**config.mk**
```make
export PLATFORM = sky130hd
export DESIGN_NAME = dual_light_hysteresis_relay_ctrl_unit
export DESIGN_NICKNAME = d
export VERILOG_FILES = /design/src/rtl/core/dlhr_pkg.sv /design/src/rtl/core/dual_light_hysteresis_relay_ctrl_unit.sv
export SDC_FILE = /design/constraint.sdc
export NUM_CORES = 1
export LEC_CHECK = 0
export BUFFER_PORTS_ARGS = -buffer_cell sky130_fd_sc_hd__buf_4
export CORE_ASPECT_RATIO = 1.5
export CORE_MARGIN = 2
export CORE_UTILIZATION = 56
export CTS_CLUSTER_DIAMETER = 200
export DETAILED_ROUTE_END_ITERATION = 7
export PLACE_DENSITY = 0.86
export SLEW_MARGIN = 5
export SYNTH_ARGS = -nofsm -noshare
export SYNTH_HDL_FRONTEND = slang
export SYNTH_SLANG_ARGS = --single-unit
```
**constraint.sdc**
```tcl
create_clock -name clk -period 8.1 [get_ports clk]
set_clock_uncertainty 0.05 [all_clocks]
set_input_delay 0.81 -clock clk [delete_from_list [all_inputs] [get_ports clk]]
set_output_delay 0.81 -clock clk [all_outputs]
set_load 0.01 [all_outputs]
```
**src/rtl/core/dlhr_pkg.sv**
```systemverilog
// Shared types and constants for the dual light hysteresis relay controller.
// No dependencies; imported by the core and its checker.
`timescale 1ns / 1ps

package dlhr_pkg;

  localparam int unsigned LUX_W    = 21;
  localparam int unsigned LVL_W    = 16;
  localparam int unsigned TIME_W   = 32;
  localparam int unsigned RELAYS   = 4;
  localparam int unsigned CFG_IDX_W = 2;
  localparam int unsigned CFG_DATA_W = 32;

  // 1000 lux in Q4
  localparam logic [LUX_W-1:0] LUX_MAX_Q4 = 21'd16000;

  // reset values of the registers
  localparam logic [LVL_W-1:0]  SETPOINT_RST = 16'd4800;
  localparam logic [LVL_W-1:0]  HYST_RST     = 16'd800;
  localparam logic [TIME_W-1:0] DWELL_RST    = 32'd10000;

  typedef enum logic [CFG_IDX_W-1:0] {
    REG_SETPOINT = 2'd0,
    REG_HYST     = 2'd1,
    REG_DWELL    = 2'd2,
    REG_AUTO     = 2'd3
  } cfg_reg_t;

  typedef enum logic [1:0] {
    STAT_ACCEPT  = 2'd0,
    STAT_REJECT  = 2'd1,
    STAT_MANUAL  = 2'd2,
    STAT_IGNORED = 2'd3
  } status_t;

  typedef enum logic {
    REQ_SAMPLE = 1'b0,
    REQ_MANUAL = 1'b1
  } req_t;

endpackage

```
**src/rtl/core/dual_light_hysteresis_relay_ctrl_unit.sv**
```systemverilog
// Top level of the dual light hysteresis relay controller.
// Depends on dlhr_pkg.
`timescale 1ns / 1ps

// Two-stage block: an input register and a result register with one level of
// compare/timer logic between them. One item is accepted per clock unless
// out_ready stalls the result register; an item's result loads into the result
// register as it leaves the input register, and the relay and per-channel pending
// state is updated at the same edge, so the next item always sees it. Throughput
// is one item per cycle, limited only by out_ready. Configuration writes are always
// accepted (cfg_ready is high) and must only be issued while no item is in flight.
module dual_light_hysteresis_relay_ctrl_unit #(
  parameter int unsigned NUM_CHANNELS = 2
) (
  input  logic                            clk,
  input  logic                            rst_n,
  // configuration
  input  logic                            cfg_valid,
  output logic                            cfg_ready,
  input  logic [dlhr_pkg::CFG_IDX_W-1:0]  cfg_index,
  input  logic [dlhr_pkg::CFG_DATA_W-1:0] cfg_data,
  // input items
  input  logic                            in_valid,
  output logic                            in_ready,
  input  logic                            in_req_type,
  input  logic                            in_channel,
  input  logic [31:0]                     in_now_ms,
  input  logic signed [20:0]              in_lux_q4,
  input  logic [1:0]                      in_relay_index,
  input  logic                            in_relay_value,
  // results
  output logic                            out_valid,
  input  logic                            out_ready,
  output logic [3:0]                      out_relay_bits,
  output logic [1:0]                      out_status,
  output logic                            out_relays_changed
);

  import dlhr_pkg::*;

  // configuration registers
  logic [LVL_W-1:0]  setpoint_r;
  logic [LVL_W-1:0]  hyst_r;
  logic [TIME_W-1:0] dwell_r;
  logic              auto_r;

  // input stage
  logic              s1_vld_r;
  logic              s1_req_r;
  logic              s1_chan_r;
  logic [TIME_W-1:0] s1_now_r;
  logic [LUX_W-1:0]  s1_lux_r;
  logic [1:0]        s1_ridx_r;
  logic              s1_rval_r;

  // result stage
  logic              out_vld_r;
  logic [RELAYS-1:0] out_relay_r;
  status_t           out_stat_r;
  logic              out_chg_r;

  // block state
  logic [RELAYS-1:0] relay_r;
  logic [RELAYS-1:0] relay_nxt;
  logic              low_pend_r  [NUM_CHANNELS];
  logic              high_pend_r [NUM_CHANNELS];
  logic [TIME_W-1:0] low_start_r [NUM_CHANNELS];
  logic [TIME_W-1:0] high_start_r[NUM_CHANNELS];

  logic              in_xfer;
  logic              advance;

  // selected channel view and its update
  logic              sel_lp;
  logic              sel_hp;
  logic [TIME_W-1:0] sel_ls;
  logic [TIME_W-1:0] sel_hs;
  logic              lp_nxt;
  logic              hp_nxt;
  logic              ls_load;
  logic              hs_load;
  logic              chan_upd;
  status_t           stat_nxt;

  logic              chan_ok;
  logic              lux_ok;
  logic              low_cond;
  logic              high_cond;
  logic [LVL_W-1:0]  on_level;
  logic [LVL_W:0]    off_level;
  logic [TIME_W-1:0] low_elapsed;
  logic [TIME_W-1:0] high_elapsed;
  logic [RELAYS-1:0] pair;
  logic [RELAYS-1:0] ridx_mask;

  assign cfg_ready = 1'b1;

  always_ff @(posedge clk) begin
    if (!rst_n) begin
      setpoint_r <= SETPOINT_RST;
      hyst_r     <= HYST_RST;
      dwell_r    <= DWELL_RST;
      auto_r     <= 1'b1;
    end else if (cfg_valid) begin
      unique case (cfg_reg_t'(cfg_index))
        REG_SETPOINT: setpoint_r <= cfg_data[LVL_W-1:0];
        REG_HYST:     hyst_r     <= cfg_data[LVL_W-1:0];
        REG_DWELL:    dwell_r    <= cfg_data[TIME_W-1:0];
        REG_AUTO:     auto_r     <= cfg_data[0];
        default:      ;
      endcase
    end
  end

  // handshake: the result register parts the two sides
  assign advance  = s1_vld_r && (!out_vld_r || out_ready);
  assign in_ready = !s1_vld_r || advance;
  assign in_xfer  = in_valid && in_ready;

  always_ff @(posedge clk) begin
    if (!rst_n) begin
      s1_vld_r <= 1'b0;
    end else if (in_xfer) begin
      s1_vld_r <= 1'b1;
    end else if (advance) begin
      s1_vld_r <= 1'b0;
    end
  end

  always_ff @(posedge clk) begin
    if (in_xfer) begin
      s1_req_r  <= in_req_type;
      s1_chan_r <= in_channel;
      s1_now_r  <= in_now_ms;
      s1_lux_r  <= in_lux_q4;
      s1_ridx_r <= in_relay_index;
      s1_rval_r <= in_relay_value;
    end
  end

  // pick the addressed channel's pending state
  always_comb begin
    sel_lp = 1'b0;
    sel_hp = 1'b0;
    sel_ls = '0;
    sel_hs = '0;
    for (int c = 0; c < NUM_CHANNELS; c++) begin
      if (32'(s1_chan_r) == c) begin
        sel_lp = low_pend_r[c];
        sel_hp = high_pend_r[c];
        sel_ls = low_start_r[c];
        sel_hs = high_start_r[c];
      end
    end
  end

  assign chan_ok  = 32'(s1_chan_r) < NUM_CHANNELS;
  assign lux_ok   = !s1_lux_r[LUX_W-1] && (s1_lux_r <= LUX_MAX_Q4);
  // low threshold never reached when hysteresis >= setpoint (level <= 0)
  assign on_level  = setpoint_r - hyst_r;
  assign off_level = {1'b0, setpoint_r} + {1'b0, hyst_r};
  assign low_cond  = (setpoint_r > hyst_r) && (s1_lux_r[LVL_W-1:0] < on_level);
  assign high_cond = {1'b0, s1_lux_r[LVL_W-1:0]} > off_level;
  assign low_elapsed  = s1_now_r - sel_ls;
  assign high_elapsed = s1_now_r - sel_hs;
  assign pair      = 4'b0101 << s1_chan_r;
  assign ridx_mask = 4'b0001 << s1_ridx_r;

  always_comb begin
    relay_nxt = relay_r;
    stat_nxt  = STAT_ACCEPT;
    lp_nxt    = sel_lp;
    hp_nxt    = sel_hp;
    ls_load   = 1'b0;
    hs_load   = 1'b0;
    chan_upd  = 1'b0;
    if (s1_req_r == REQ_SAMPLE) begin
      if (!chan_ok || !lux_ok) begin
        stat_nxt = STAT_REJECT;
      end else if (auto_r) begin
        chan_upd = 1'b1;
        priority if (low_cond) begin
          hp_nxt = 1'b0;
          if (!sel_lp) begin
            lp_nxt  = 1'b1;
            ls_load = 1'b1;
          end else if (low_elapsed >= dwell_r) begin
            relay_nxt = relay_r | pair;
          end
        end else if (high_cond) begin
          lp_nxt = 1'b0;
          if (!sel_hp) begin
            hp_nxt  = 1'b1;
            hs_load = 1'b1;
          end else if (high_elapsed >= dwell_r) begin
            relay_nxt = relay_r & ~pair;
          end
        end else begin
          lp_nxt = 1'b0;
          hp_nxt = 1'b0;
        end
      end
    end else begin
      if (auto_r) begin
        stat_nxt = STAT_IGNORED;
      end else begin
        stat_nxt  = STAT_MANUAL;
        relay_nxt = s1_rval_r ? (relay_r | ridx_mask) : (relay_r & ~ridx_mask);
      end
    end
  end

  always_ff @(posedge clk) begin
    if (!rst_n) begin
      relay_r <= '0;
      for (int c = 0; c < NUM_CHANNELS; c++) begin
        low_pend_r[c]  <= 1'b0;
        high_pend_r[c] <= 1'b0;
      end
    end else if (advance) begin
      relay_r <= relay_nxt;
      for (int c = 0; c < NUM_CHANNELS; c++) begin
        if (chan_upd && (32'(s1_chan_r) == c)) begin
          low_pend_r[c]  <= lp_nxt;
          high_pend_r[c] <= hp_nxt;
        end
      end
    end
  end

  // start times are only read while their pending flag is set
  always_ff @(posedge clk) begin
    for (int c = 0; c < NUM_CHANNELS; c++) begin
      if (advance && (32'(s1_chan_r) == c)) begin
        if (ls_load) low_start_r[c]  <= s1_now_r;
        if (hs_load) high_start_r[c] <= s1_now_r;
      end
    end
  end

  always_ff @(posedge clk) begin
    if (!rst_n) begin
      out_vld_r <= 1'b0;
    end else if (advance) begin
      out_vld_r <= 1'b1;
    end else if (out_ready) begin
      out_vld_r <= 1'b0;
    end
  end

  always_ff @(posedge clk) begin
    if (advance) begin
      out_relay_r <= relay_nxt;
      out_stat_r  <= stat_nxt;
      out_chg_r   <= relay_nxt != relay_r;
    end
  end

  assign out_valid          = out_vld_r;
  assign out_relay_bits     = out_relay_r;
  assign out_status         = out_stat_r;
  assign out_relays_changed = out_chg_r;

endmodule

```
==> impl_metrics.sql <==
INSERT INTO impl_metrics (metric_group, metric, value, unit) VALUES
('synth', 'synth.cell_area', '0.01649', 'mm2'),
('power_and_ir_drop', 'ir_drop', '0.0001732', 'V'),
('routing', 'drt_pre_antenna_iters', '5', ''),
('placement', 'portbufs', '105', ''),
('setup_path', 'crit_path_start_kind', 'flip-flop', ''),
('power_and_ir_drop', 'seqPwrFrac', '45.0', '%'),
('finish', 'synthToLayoutAreaGrowth', '12.50', '%'),
('sta', 'setup_violations_final', '0', ''),
('finish', 'final_layout_size_suffix_gt1_share', '11.45', '%'),
('routing', 'drc', '0', ''),
('setup_path', 'worstSetupPathDepth', '22', ''),
('placement', 'detailed_place_hpwl', '28.74', 'mm'),
('sta', 'final.period_utilization', '78.77', '%'),
('power_and_ir_drop', 'p_leak', '0.007441', 'uW'),
('clock_tree', 'cts.repair_timing.setup_buffer_count', '0', ''),
('flow_run', 'drv.max_cap_violation_count', '0', ''),
('global_route', 'grt_overflow', '0', ''),
('setup_path', 'timing.critical_path.arrival', '6.63', 'ns'),
('clock_tree', 'cts_hold_buffers', '0', ''),
('global_route', 'grt_start_max_net_pins', '59', ''),
('sta', 'slew-limit-headroom', '20.64', '%'),
('setup_path', 'rr_startpoint', 's1_chan_r', ''),
('setup_path', 'max_stage_delay', '0.77', 'ns'),
('synth', 'number_of_standard_cells_after_synthesis', '1587', ''),
('sta', 'setup_repair_after_global_routing_missed_its_margin', 'no', ''),
('clock_tree', 'clock_tree.buffer_depth', '3', ''),
('setup_path', 'worst_path_dominant_cell_family', 'compound AO/OA/AOI/OAI gates', ''),
('floorplanning', 'boundaryPins', '107', ''),
('global_route', 'grtUsageTotal', '24.56', '%'),
('clock_tree', 'num_cts_buffers', '26', ''),
('setup_path', 'cpMaxStageDelayCell', 'sky130_fd_sc_hd__edfxtp_1', ''),
('clock_tree', 'cts_resized', '0', ''),
('clock_tree', 'clkSinkCount', '268', ''),
('sta', 'slew_viol_final', '0', ''),
('power_and_ir_drop', 'intPower', '2495', 'uW'),
('synth', 'synth_nets', '1878', ''),
('sta', 'pin_slew_with_the_least_headroom_to_its_limit', '1.186', 'ns'),
('routing', 'antenna_nets_post_route', '0', ''),
('synth', 'postSynthRegisterBits', '268', ''),
('floorplanning', 'die_height', '214.1', 'um'),
('floorplanning', 'start_util', '57.22', '%'),
('power_and_ir_drop', 'cellPowerDensity', '185.0', 'mW/mm2'),
('global_route', 'wire_length_of_the_first_global_routing_pass', '61.03', 'mm'),
('power_and_ir_drop', 'clockPowerShare', '35.9', '%'),
('setup_path', 'regToRegSetupSlack', '1.72', 'ns'),
('routing', 'drt-wirelength-per-cell', '18.29', 'um'),
('setup_path', 'worstPathMaxFanout', '27', ''),
('sta', 'totalNegativeSetupSlack', '0', 'ns'),
('run_status', 'result_of_the_run', 'finished, final reports clean', ''),
('clock_tree', 'clock_latency', '0.55', 'ns'),
('setup_path', 'cp-endpoint', 'out_relays_changed', ''),
('setup_path', 'timing.setup.critical_path_class', 'flip-flop to flip-flop', ''),
('synth', 'synth_cell_type_count', '78', ''),
('clock_tree', 'htree_num_levels', '1', ''),
('finish', 'final_cell_mix', 'sky130_fd_sc_hd__edfxtp_1, sky130_fd_sc_hd__ha_1, sky130_fd_sc_hd__nand2_1', ''),
('floorplanning', 'fp.dieArea', '0.03086', 'mm2'),
('setup_path', 'worst_r2r_path_depth', '22', ''),
('floorplanning', 'core.rowCount', '76', ''),
('clock_tree', 'clk_root_buffer_cell', 'sky130_fd_sc_hd__clkbuf_16', ''),
('setup_path', 'worst_setup_path_end_kind', 'flip-flop', ''),
('power_and_ir_drop', 'power_frac_comb', '19.1', '%'),
('finish', 'num-nets-final', '1974', ''),
('placement', 'globalplace.congestion', '0.9171', ''),
('setup_path', 'cp_cell_sequence', 'buf_4 -> buf_4 -> mux2i_1 -> ha_1 -> a211o_1 -> or3_1 -> o2111ai_1 -> a21o_1 -> a41o_4 -> a221oi_4 -> a2111oi_4 -> nor2_2 -> o211ai_1 -> ha_1 -> a21o_1 -> a21o_1 -> a21oi_1 -> o21ai_0 -> a31o_2 -> o211ai_1 -> o32ai_1 -> a211o_1', ''),
('setup_path', 'worst_r2r_endpoint', 'out_relays_changed', ''),
('routing', 'drt_iter0_drc', '582', ''),
('sta', 'clock.fmax', '156.7', 'MHz'),
('synth', 'yosys_warnings', '0', ''),
('clock_tree', 'cts.reportedPaths.clkPinSlew', '0.07', 'ns'),
('routing', 'routed_wirelength', '38.28', 'mm'),
('synth', 'post_synth.cell_area_avg', '10.39', 'um2');
==> power by group through the flow <==
stage | Clock, uW | Sequential (uW) | Combinational (uW)
after floorplan | 0 | 1560 | 473
after global placement | 0 | 1570 | 625
after detailed placement | 0 | 1570 | 645
after CTS | 1260 | 1540 | 651
after global routing | 1310 | 1550 | 731
final | 1230 | 1540 | 656
==> registers in the layout, summed over array words and instances, names as in the netlist, 2 cells and up <==
signal	flops
out_status	2
low_pend_r	2
high_pend_r	2
s1_lux_r	21
s1_now_r	32
low_start_r	64
relay_r	4
s1_ridx_r	2
dwell_r	32
high_start_r	64
hyst_r	16
setpoint_r	16
out_relay_bits	4
==> worst reg2reg max path, delay by kind of cell, from the launching register on <==
kind	cells	cell delay (ns)
flip-flops	1	0.77
adder cells (fa/ha/maj)	2	0.60
buffers and inverters	2	0.89
AND/OR/NAND/NOR	2	0.42
multiplexers	1	0.26
AO/OA/AOI/OAI	15	3.14
==> area by class of cell <==
class	count	area (um2)
Inverter	89	334.1
Sequential cell	268	7337
Clock inverter	15	162.7
Fill cell	2274	10260
Tap cell	390	488.0
Multi-Input combinational cell	1181	8640
Timing Repair Buffer	117	878.3
Clock buffer	33	708.2
==> cell usage after synthesis (9+ instances only) <==
library cell | count | share of area [%]
sky130_fd_sc_hd__edfxtp_1 | 197 | 36
sky130_fd_sc_hd__o21ai_0 | 46 | 1.4
sky130_fd_sc_hd__clkbuf_1 | 39 | 0.89
sky130_fd_sc_hd__nand2_1 | 173 | 3.9
sky130_fd_sc_hd__nand4_1 | 25 | 0.95
sky130_fd_sc_hd__nor3_1 | 27 | 0.82
sky130_fd_sc_hd__a211o_1 | 9 | 0.48
sky130_fd_sc_hd__a211oi_1 | 25 | 1.1
sky130_fd_sc_hd__o31ai_1 | 10 | 0.46
sky130_fd_sc_hd__ha_1 | 190 | 14
sky130_fd_sc_hd__a21o_1 | 46 | 2.1
sky130_fd_sc_hd__o21a_1 | 10 | 0.46
sky130_fd_sc_hd__and3_1 | 14 | 0.53
sky130_fd_sc_hd__a21oi_1 | 159 | 4.8
sky130_fd_sc_hd__nand3_1 | 25 | 0.76
sky130_fd_sc_hd__nand2b_1 | 26 | 0.99
sky130_fd_sc_hd__xor2_1 | 17 | 0.90
sky130_fd_sc_hd__o211ai_1 | 26 | 1.2
sky130_fd_sc_hd__nor2b_1 | 15 | 0.57
sky130_fd_sc_hd__inv_1 | 87 | 2.0
sky130_fd_sc_hd__xnor2_1 | 61 | 3.2
sky130_fd_sc_hd__dfxtp_1 | 71 | 8.6
sky130_fd_sc_hd__mux2i_1 | 65 | 3.9
sky130_fd_sc_hd__o21bai_1 | 16 | 0.73
sky130_fd_sc_hd__nor2_1 | 65 | 1.5
==> metrics by stage <==
| stage | power (uW) | instances | worst slack, ns | util (%) | hold WS (ns) |
|---|---|---|---|---|---|
| 3_3_place_gp | 2196 | 2045 | 1.843 | 61.35 | 0.3944 |
| 5_1_grt | 3586 | 2093 | 1.332 | 64.37 | 0.3712 |
| 6_report | 3432 | 2093 | 1.719 | 64.37 | 0.3813 |
| 3_5_place_dp | 2218 | 2045 | 1.781 | 61.35 | 0.4005 |
| 4_1_cts | 3450 | 2093 | 1.761 | 64.37 | 0.3636 |
| 2_1_floorplan | 2032 | 1587 | 1.358 | - | 0.3863 |
==> metal layers <==
layer	up-vias	wire length, um	global-route usage, %	part of all wire [%]
li1	6065	-	-	-
met1	5991	15340	28.38	40
met2	315	19690	44.98	51
met3	107	1517	2.501	4.0
met4	0	1725	11.11	4.5
met5	-	0	0	0
==> logic make-up (layout without fill, tap and decap cells) <==
kind of cell / Yosys count / count (layout) / synth area share (%)
AND/OR/NAND/NOR: 429 / 429 / 12.59
AO/OA/AOI/OAI: 411 / 411 / 16.49
flip-flops: 268 / 268 / 44.50
adder cells (fa/ha/maj): 194 / 194 / 14.90
buffers and inverters: 138 / 254 / 3.195
XOR/XNOR: 78 / 78 / 4.144
multiplexers: 68 / 68 / 4.151
other: 1 / 1 / 0.02275
==> worst min path at each step <==
stage / cells past startpoint / slack [ns] / startpoint / endpoint
floorplan: 2 / 0.39 / dwell_r[11] / dwell_r[11]
global placement: 2 / 0.39 / dwell_r[11] / dwell_r[11]
detailed placement: 2 / 0.40 / dwell_r[14] / dwell_r[14]
CTS: 1 / 0.36 / in_now_ms[7] / s1_now_r[7]
global route: 1 / 0.37 / in_now_ms[31] / s1_now_r[31]
finish: 1 / 0.38 / in_now_ms[31] / s1_now_r[31]
Power figures use the tool's default switching activity.
